===== src/design/dchs_pkg.sv =====
// Shared types and constants for the distinct color hash set.
package dchs_pkg;

  // Width of the pixel field on the input channel; higher color bits read as zero.
  localparam int unsigned IN_BITS = 24;

  // Operation codes on op_i.
  localparam logic OP_CLEAR  = 1'b0;
  localparam logic OP_INSERT = 1'b1;

  typedef struct packed {
    logic start_clr;  // reset sweep counter
    logic clr_step;   // write one empty slot, advance sweep counter
    logic start_ins;  // capture color, load first slot and increment
    logic rd;         // read slot at probe index
    logic wr;         // store color at probe index
    logic adv;        // step to next probe slot
    logic res_set;    // capture result bits below
    logic res_new;
    logic res_full;
    logic load_out;   // move result into output register
  } dchs_cmd_t;

  typedef struct packed {
    logic clr_last;   // sweep is at the final slot
    logic hit;        // slot holds the color
    logic empty;      // slot is free
    logic last_probe; // increment has reached one
  } dchs_stat_t;

endpackage


===== src/design/dchs_ctrl.sv =====
// Controller of the distinct color hash set: clear sweep, probe sequence and output handshake.
module dchs_ctrl import dchs_pkg::*; (
  input  logic       clk_i,
  input  logic       rst_ni,
  input  logic       in_valid_i,
  output logic       in_ready_o,
  input  logic       op_i,
  output logic       out_valid_o,
  input  logic       out_ready_i,
  input  dchs_stat_t stat_i,
  output dchs_cmd_t  cmd_o
);

  localparam logic [2:0] ST_CLR  = 3'd0;
  localparam logic [2:0] ST_IDLE = 3'd1;
  localparam logic [2:0] ST_RD   = 3'd2;
  localparam logic [2:0] ST_CMP  = 3'd3;
  localparam logic [2:0] ST_RES  = 3'd4;

  logic [2:0] state_q, state_d;
  logic       clr_res_q, clr_res_d;
  logic       out_valid_q, out_valid_d;

  assign in_ready_o  = (state_q == ST_IDLE);
  assign out_valid_o = out_valid_q;

  always_comb begin
    state_d     = state_q;
    clr_res_d   = clr_res_q;
    out_valid_d = out_valid_q && !out_ready_i;
    cmd_o       = '0;
    unique case (state_q)
      ST_CLR: begin
        cmd_o.clr_step = 1'b1;
        if (stat_i.clr_last) begin
          clr_res_d = 1'b0;
          if (clr_res_q) begin
            cmd_o.res_set = 1'b1;
            state_d       = ST_RES;
          end else begin
            state_d = ST_IDLE;
          end
        end
      end
      ST_IDLE: begin
        if (in_valid_i) begin
          if (op_i == OP_INSERT) begin
            cmd_o.start_ins = 1'b1;
            state_d         = ST_RD;
          end else begin
            cmd_o.start_clr = 1'b1;
            clr_res_d       = 1'b1;
            state_d         = ST_CLR;
          end
        end
      end
      ST_RD: begin
        cmd_o.rd = 1'b1;
        state_d  = ST_CMP;
      end
      ST_CMP: begin
        priority if (stat_i.hit) begin
          cmd_o.res_set = 1'b1;
          state_d       = ST_RES;
        end else if (stat_i.empty) begin
          cmd_o.wr      = 1'b1;
          cmd_o.res_set = 1'b1;
          cmd_o.res_new = 1'b1;
          state_d       = ST_RES;
        end else if (stat_i.last_probe) begin
          cmd_o.res_set  = 1'b1;
          cmd_o.res_full = 1'b1;
          state_d        = ST_RES;
        end else begin
          cmd_o.adv = 1'b1;
          state_d   = ST_RD;
        end
      end
      ST_RES: begin
        // wait until the output register is free or drains this cycle
        if (!out_valid_q || out_ready_i) begin
          cmd_o.load_out = 1'b1;
          out_valid_d    = 1'b1;
          state_d        = ST_IDLE;
        end
      end
      default: begin
        state_d = ST_CLR;
      end
    endcase
  end

  always_ff @(posedge clk_i or negedge rst_ni) begin
    if (!rst_ni) begin
      state_q     <= ST_CLR;
      clr_res_q   <= 1'b0;
      out_valid_q <= 1'b0;
    end else begin
      state_q     <= state_d;
      clr_res_q   <= clr_res_d;
      out_valid_q <= out_valid_d;
    end
  end

endmodule


===== config.mk =====
export PLATFORM = sky130hd
export DESIGN_NAME = dchs_ctrl
export DESIGN_NICKNAME = d
export VERILOG_FILES = /design/src/design/dchs_pkg.sv /design/src/design/dchs_ctrl.sv
export SDC_FILE = /design/constraint.sdc
export NUM_CORES = 1
export LEC_CHECK = 0
export BUFFER_PORTS_ARGS = -buffer_cell sky130_fd_sc_hd__buf_2
export CORE_AREA = 4 4 41 43
export CTS_CLUSTER_SIZE = 8
export DETAILED_ROUTE_END_ITERATION = 8
export DIE_AREA = 0 0 45 47
export SYNTH_ARGS = -nofsm -noshare
export SYNTH_HDL_FRONTEND = slang
export SYNTH_SLANG_ARGS = --single-unit

===== constraint.sdc =====
create_clock -name clk_i -period 1.6 [get_ports clk_i]
set_clock_uncertainty 0.05 [all_clocks]
set_input_delay 0.08 -clock clk_i [delete_from_list [all_inputs] [get_ports clk_i]]
set_output_delay 0.08 -clock clk_i [all_outputs]
set_load 0.03 [all_outputs]

* Yosys cells after proc, flatten, opt, wreduce, memory -nomap -nowiden
Cells that the tools add are included.
Cells by class: multiplexer cells 39, equality and inequality tests 8, reductions and logical operators 8
Operators by type and width (number):
- $mux W1 | 24
- $mux W3 | 7
- $pmux W3 S5 | 1
- $mux W2 | 5
- $ne A2 B2 Y1 const B | 4
- $eq A3 B2 Y1 const B | 2
- $pmux W1 S2 | 2
- $reduce_and A4 Y1 | 1
- $eq A3 B1 Y1 const B | 1
- $eq A3 B3 Y1 const B | 1
- $logic_not A3 Y1 | 1
- $reduce_and A3 Y1 | 1
- $logic_not A1 Y1 | 2
- $reduce_bool A2 Y1 | 1
- $logic_and A1 B1 Y1 | 1
- $logic_or A1 B1 Y1 | 1
Word-level totals: register bits after elaboration 5, input port bits 9, output and inout bits 12, word-level logic and storage cells 58

* Logic depth before layout (Yosys ltp)
word-level depth 4, mapped depth 4, gate-level depth less buffers 3

* Worst setup path before layout
No wires, ideal clock.
path type flip-flop to output port, start reg state_q[2], end out cmd_o[5] (netlist bit), path slack -0.252 ns, data arrival time 1.722 ns, buffers on the path 1, data required time 1.470 ns, cell stages (with the launch flop) 4, path through dfrtp_1 nand3b_2 nor3b_1 buf_4
RTL lines:
- start, declared | RTL line dchs_ctrl.sv:20 | logic [2:0] state_q, state_d;
- start signal, assigned | RTL line dchs_ctrl.sv:99 | state_q <= state_d;
- end, declared | RTL line dchs_ctrl.sv:11 | output dchs_cmd_t cmd_o

==> impl_metrics.env <==
export IMPL_crit_path_cell_trace="nand3b_4 > nor3b_2 > buf_2"
export IMPL_multi_input_area_um2=256.5
export IMPL_rsz0062_at_grt="no"
export IMPL_worstPathMaxFanout=11
export IMPL_pin_count=21
export IMPL_max_freq_ghz=0.6644
export IMPL_design_area_um2=554.3
export IMPL_worstHoldStart="out_ready_i"
export IMPL_die_h_um=47
export IMPL_cts_made_buffers=3
export IMPL_yosys_area_share_adder_pct=0
export IMPL_holdPathEnd="out_valid_o"
export IMPL_cts_setup_buffers=0
export IMPL_p_per_area_nw_per_um2=1988
export IMPL_syn_area_um2=385.4
export IMPL_hpwl_um=750.2
export IMPL_htreeDepth=1
export IMPL_grt_overflow=0
export IMPL_setup_violations=0
export IMPL_first_global_vias=379
export IMPL_timing_rr_end="state_q[1]"
export IMPL_die_area_um2=2115
export IMPL_fin_nets=74
export IMPL_path_clk_slew_ns=0.04
export IMPL_slowest_delay_ns=0.48
export IMPL_antenna_found_initial=0
export IMPL_die_x_um=45
export IMPL_port_buffers=20
export IMPL_via_count=380
export IMPL_r2r_worst_path_cells=3
export IMPL_avgRoutedWirePerCell_um=12.25
export IMPL_gr_usage_all_layers_pct=10.49
export IMPL_drive_gt1_share_pct=57.81
export IMPL_hold_viol_final=0
export IMPL_synthDistinctLibCells=29
export IMPL_clockBufferDepth=2
export IMPL_final_core_util_pct=42.60
export IMPL_r2r_start="state_q[2]"
export IMPL_slew_headroom_pct=77.60
export IMPL_synthMuxAreaShare_pct=2.597
export IMPL_first_iter_violations=3
export IMPL_synth_seq_area_share_pct=32.47
export IMPL_instances_no_fill=79
export IMPL_finalMaxSlewViolations=0
export IMPL_yosys_warnings=0
export IMPL_tightest_slew_ns=0.3334
export IMPL_ys_seq_elements=5
export IMPL_drt_wl_total_um=968
export IMPL_final_cell_mix="buf_2, clkbuf_4, dfrtp_2"
export IMPL_criticalPathCategory="flop to primary output"
export IMPL_clkLatencyLatePin_ns=0.24
export IMPL_maxCapViolations=0
export IMPL_syn_to_final_growth_pct=43.83
export IMPL_critPathArrivalTime_ns=1.38
export IMPL_synth_top_cell_area_share_pct=32.47
export IMPL_period_minus_slack_ns=1.505
export IMPL_final_common_cell="buf_2"
export IMPL_routed_via_density=4.810
export IMPL_route_detailed_drc=0
export IMPL_synth_fp_nets=51
export IMPL_drt_pass1_iterations=2
export IMPL_cts_sinks=5
export IMPL_place_area_um2=491.7
export IMPL_yosys_area_share_simple_pct=41.88
export IMPL_critPathLaunchType="flop"
export IMPL_grt_max_degree=12
export IMPL_synthCells=42
export IMPL_cts_tree="yes"
export IMPL_std_cell_rows=13
export IMPL_leakage_uw=0.0002991
export IMPL_r2r_slack_ns=0.32
export IMPL_filler_cell_count=148
export IMPL_synth_area_leaders="dfrtp_1, buf_6, nand3b_1"
export IMPL_ir_drop_mv=0.9474
export IMPL_ant_nets=0
export IMPL_timing_final_crit_share_pct=94.07
export IMPL_synth_xor_area_share_pct=0
export IMPL_status="completed"
export IMPL_final_seq_area_um2=128.9
export IMPL_synth_top_family_by_area="simple AND/OR/NAND/NOR gates"
export IMPL_placedCellCount=74
export IMPL_grt_pass1_wl_um=1593
export IMPL_critPathRequiredTime_ns=1.47
export IMPL_synth_compound_area_share_pct=12.34
export IMPL_synth_top_area_cell="dfrtp_1"
export IMPL_clockRootBuffer="clkbuf_4"
export IMPL_place_gp_congestion=0.7278
export IMPL_cpMaxStageDelayCell="dfrtp_2"
export IMPL_antenna_cells=0
export IMPL_initial_utilization_pct=29.62
export IMPL_core_area_um2=1301
export IMPL_cp_end_kind="primary output"
export IMPL_p_total_uw=1102
export IMPL_min_path_type="primary input to flop"
export IMPL_min_path_cells=3
export IMPL_syn_avg_cell_area_um2=9.175
[critical path: cells and delay by family (launching register included)]
kind	cells	cell delay (ns)
buffers and inverters	1	0.23
flip-flops	1	0.48
AND/OR/NAND/NOR	2	0.43
[metal layers]
layer | vias up | global-route usage (%) | share of wire (%)
li1 | 194 | - | -
met1 | 168 | 13.66 | 42
met2 | 14 | 15.25 | 49
met3 | 4 | 1.149 | 5.4
met4 | 0 | 9.357 | 3.1
met5 | - | 0 | 0
[layout make-up]
| type | count | share of cell area (%) |
|---|---|---|
| multi-input combinational | 31 | 46.28 |
| sequential | 5 | 23.25 |
| timing repair buffer | 21 | 20.32 |
| clock buffer | 4 | 4.740 |
| tap | 15 | 3.386 |
| inverter | 3 | 2.032 |
[cells by family (layout without fill, tap and decap cells)]
logic type,Yosys count,in the layout
and+or+nand+nor,23,23
AOI/OAI and AO/OA,7,7
buffers and inverters,6,28
DFF,5,5
muxes,1,1
[where the power goes]
part / leakage, µW / switching [µW] / total [µW] / internal, µW
Combinational: 0.000223 / 379 / 631 / 252
Sequential: 0.0000614 / 136 / 330 / 194
Clock: 0.0000150 / 47.2 / 141 / 94.0
Total: 0.000299 / 562 / 1100 / 540
[synth_stat cells, drive strengths merged]
library cell / n
o2bb2ai: 1
inv: 3
nand3b: 3
o32a: 1
nor3b: 2
o21ai: 2
o22ai: 1
nor2: 3
dfrtp: 5
nand2b: 1
a21oi: 1
nor3: 3
nor4b: 1
a21o: 1
and4: 1
buf: 3
and3b: 1
and3: 2
nand3: 2
nand2: 2
mux2i: 1
nor2b: 2
[how the worst max path moves through the flow]
stage | startpoint | to | slack (ns) | cells past startpoint
3_3_place_gp | state_q[2] | cmd_o[1] | 0.20 | 3
6_report | state_q[2] | cmd_o[2] | 0.09 | 3
5_1_grt | state_q[0] | cmd_o[3] | 0.01 | 4
2_1_floorplan | state_q[2] | clr_res_q | 0.07 | 4
4_1_cts | state_q[2] | cmd_o[1] | -0.006 | 3
3_5_place_dp | state_q[2] | cmd_o[1] | 0.18 | 3
[per-stage QoR]
stage	TNS (ns)	worst slack, ns	hold slack [ns]
2_1_floorplan	0	0.07408	-0.2656
3_3_place_gp	0	0.2014	-0.1515
3_5_place_dp	0	0.1834	-0.1541
4_1_cts	-0.01117	-0.005548	0.06305
5_1_grt	0	0.009710	0.09923
6_report	0	0.09490	0.06657
[timing repair]
item / in CTS / in global routing
resized for setup: 2 / 5
hold buffers: 1 / 0
hold endpoints to repair: 5 / 0
setup endpoints to repair: 4 / 6
pin swaps: 0 / 0
[state kept, by name, indices dropped and copies added, names as in the netlist]
name and count:
out_valid_o 1, state_q 3, clr_res_q 1
(Power assumes the default switching activity.)
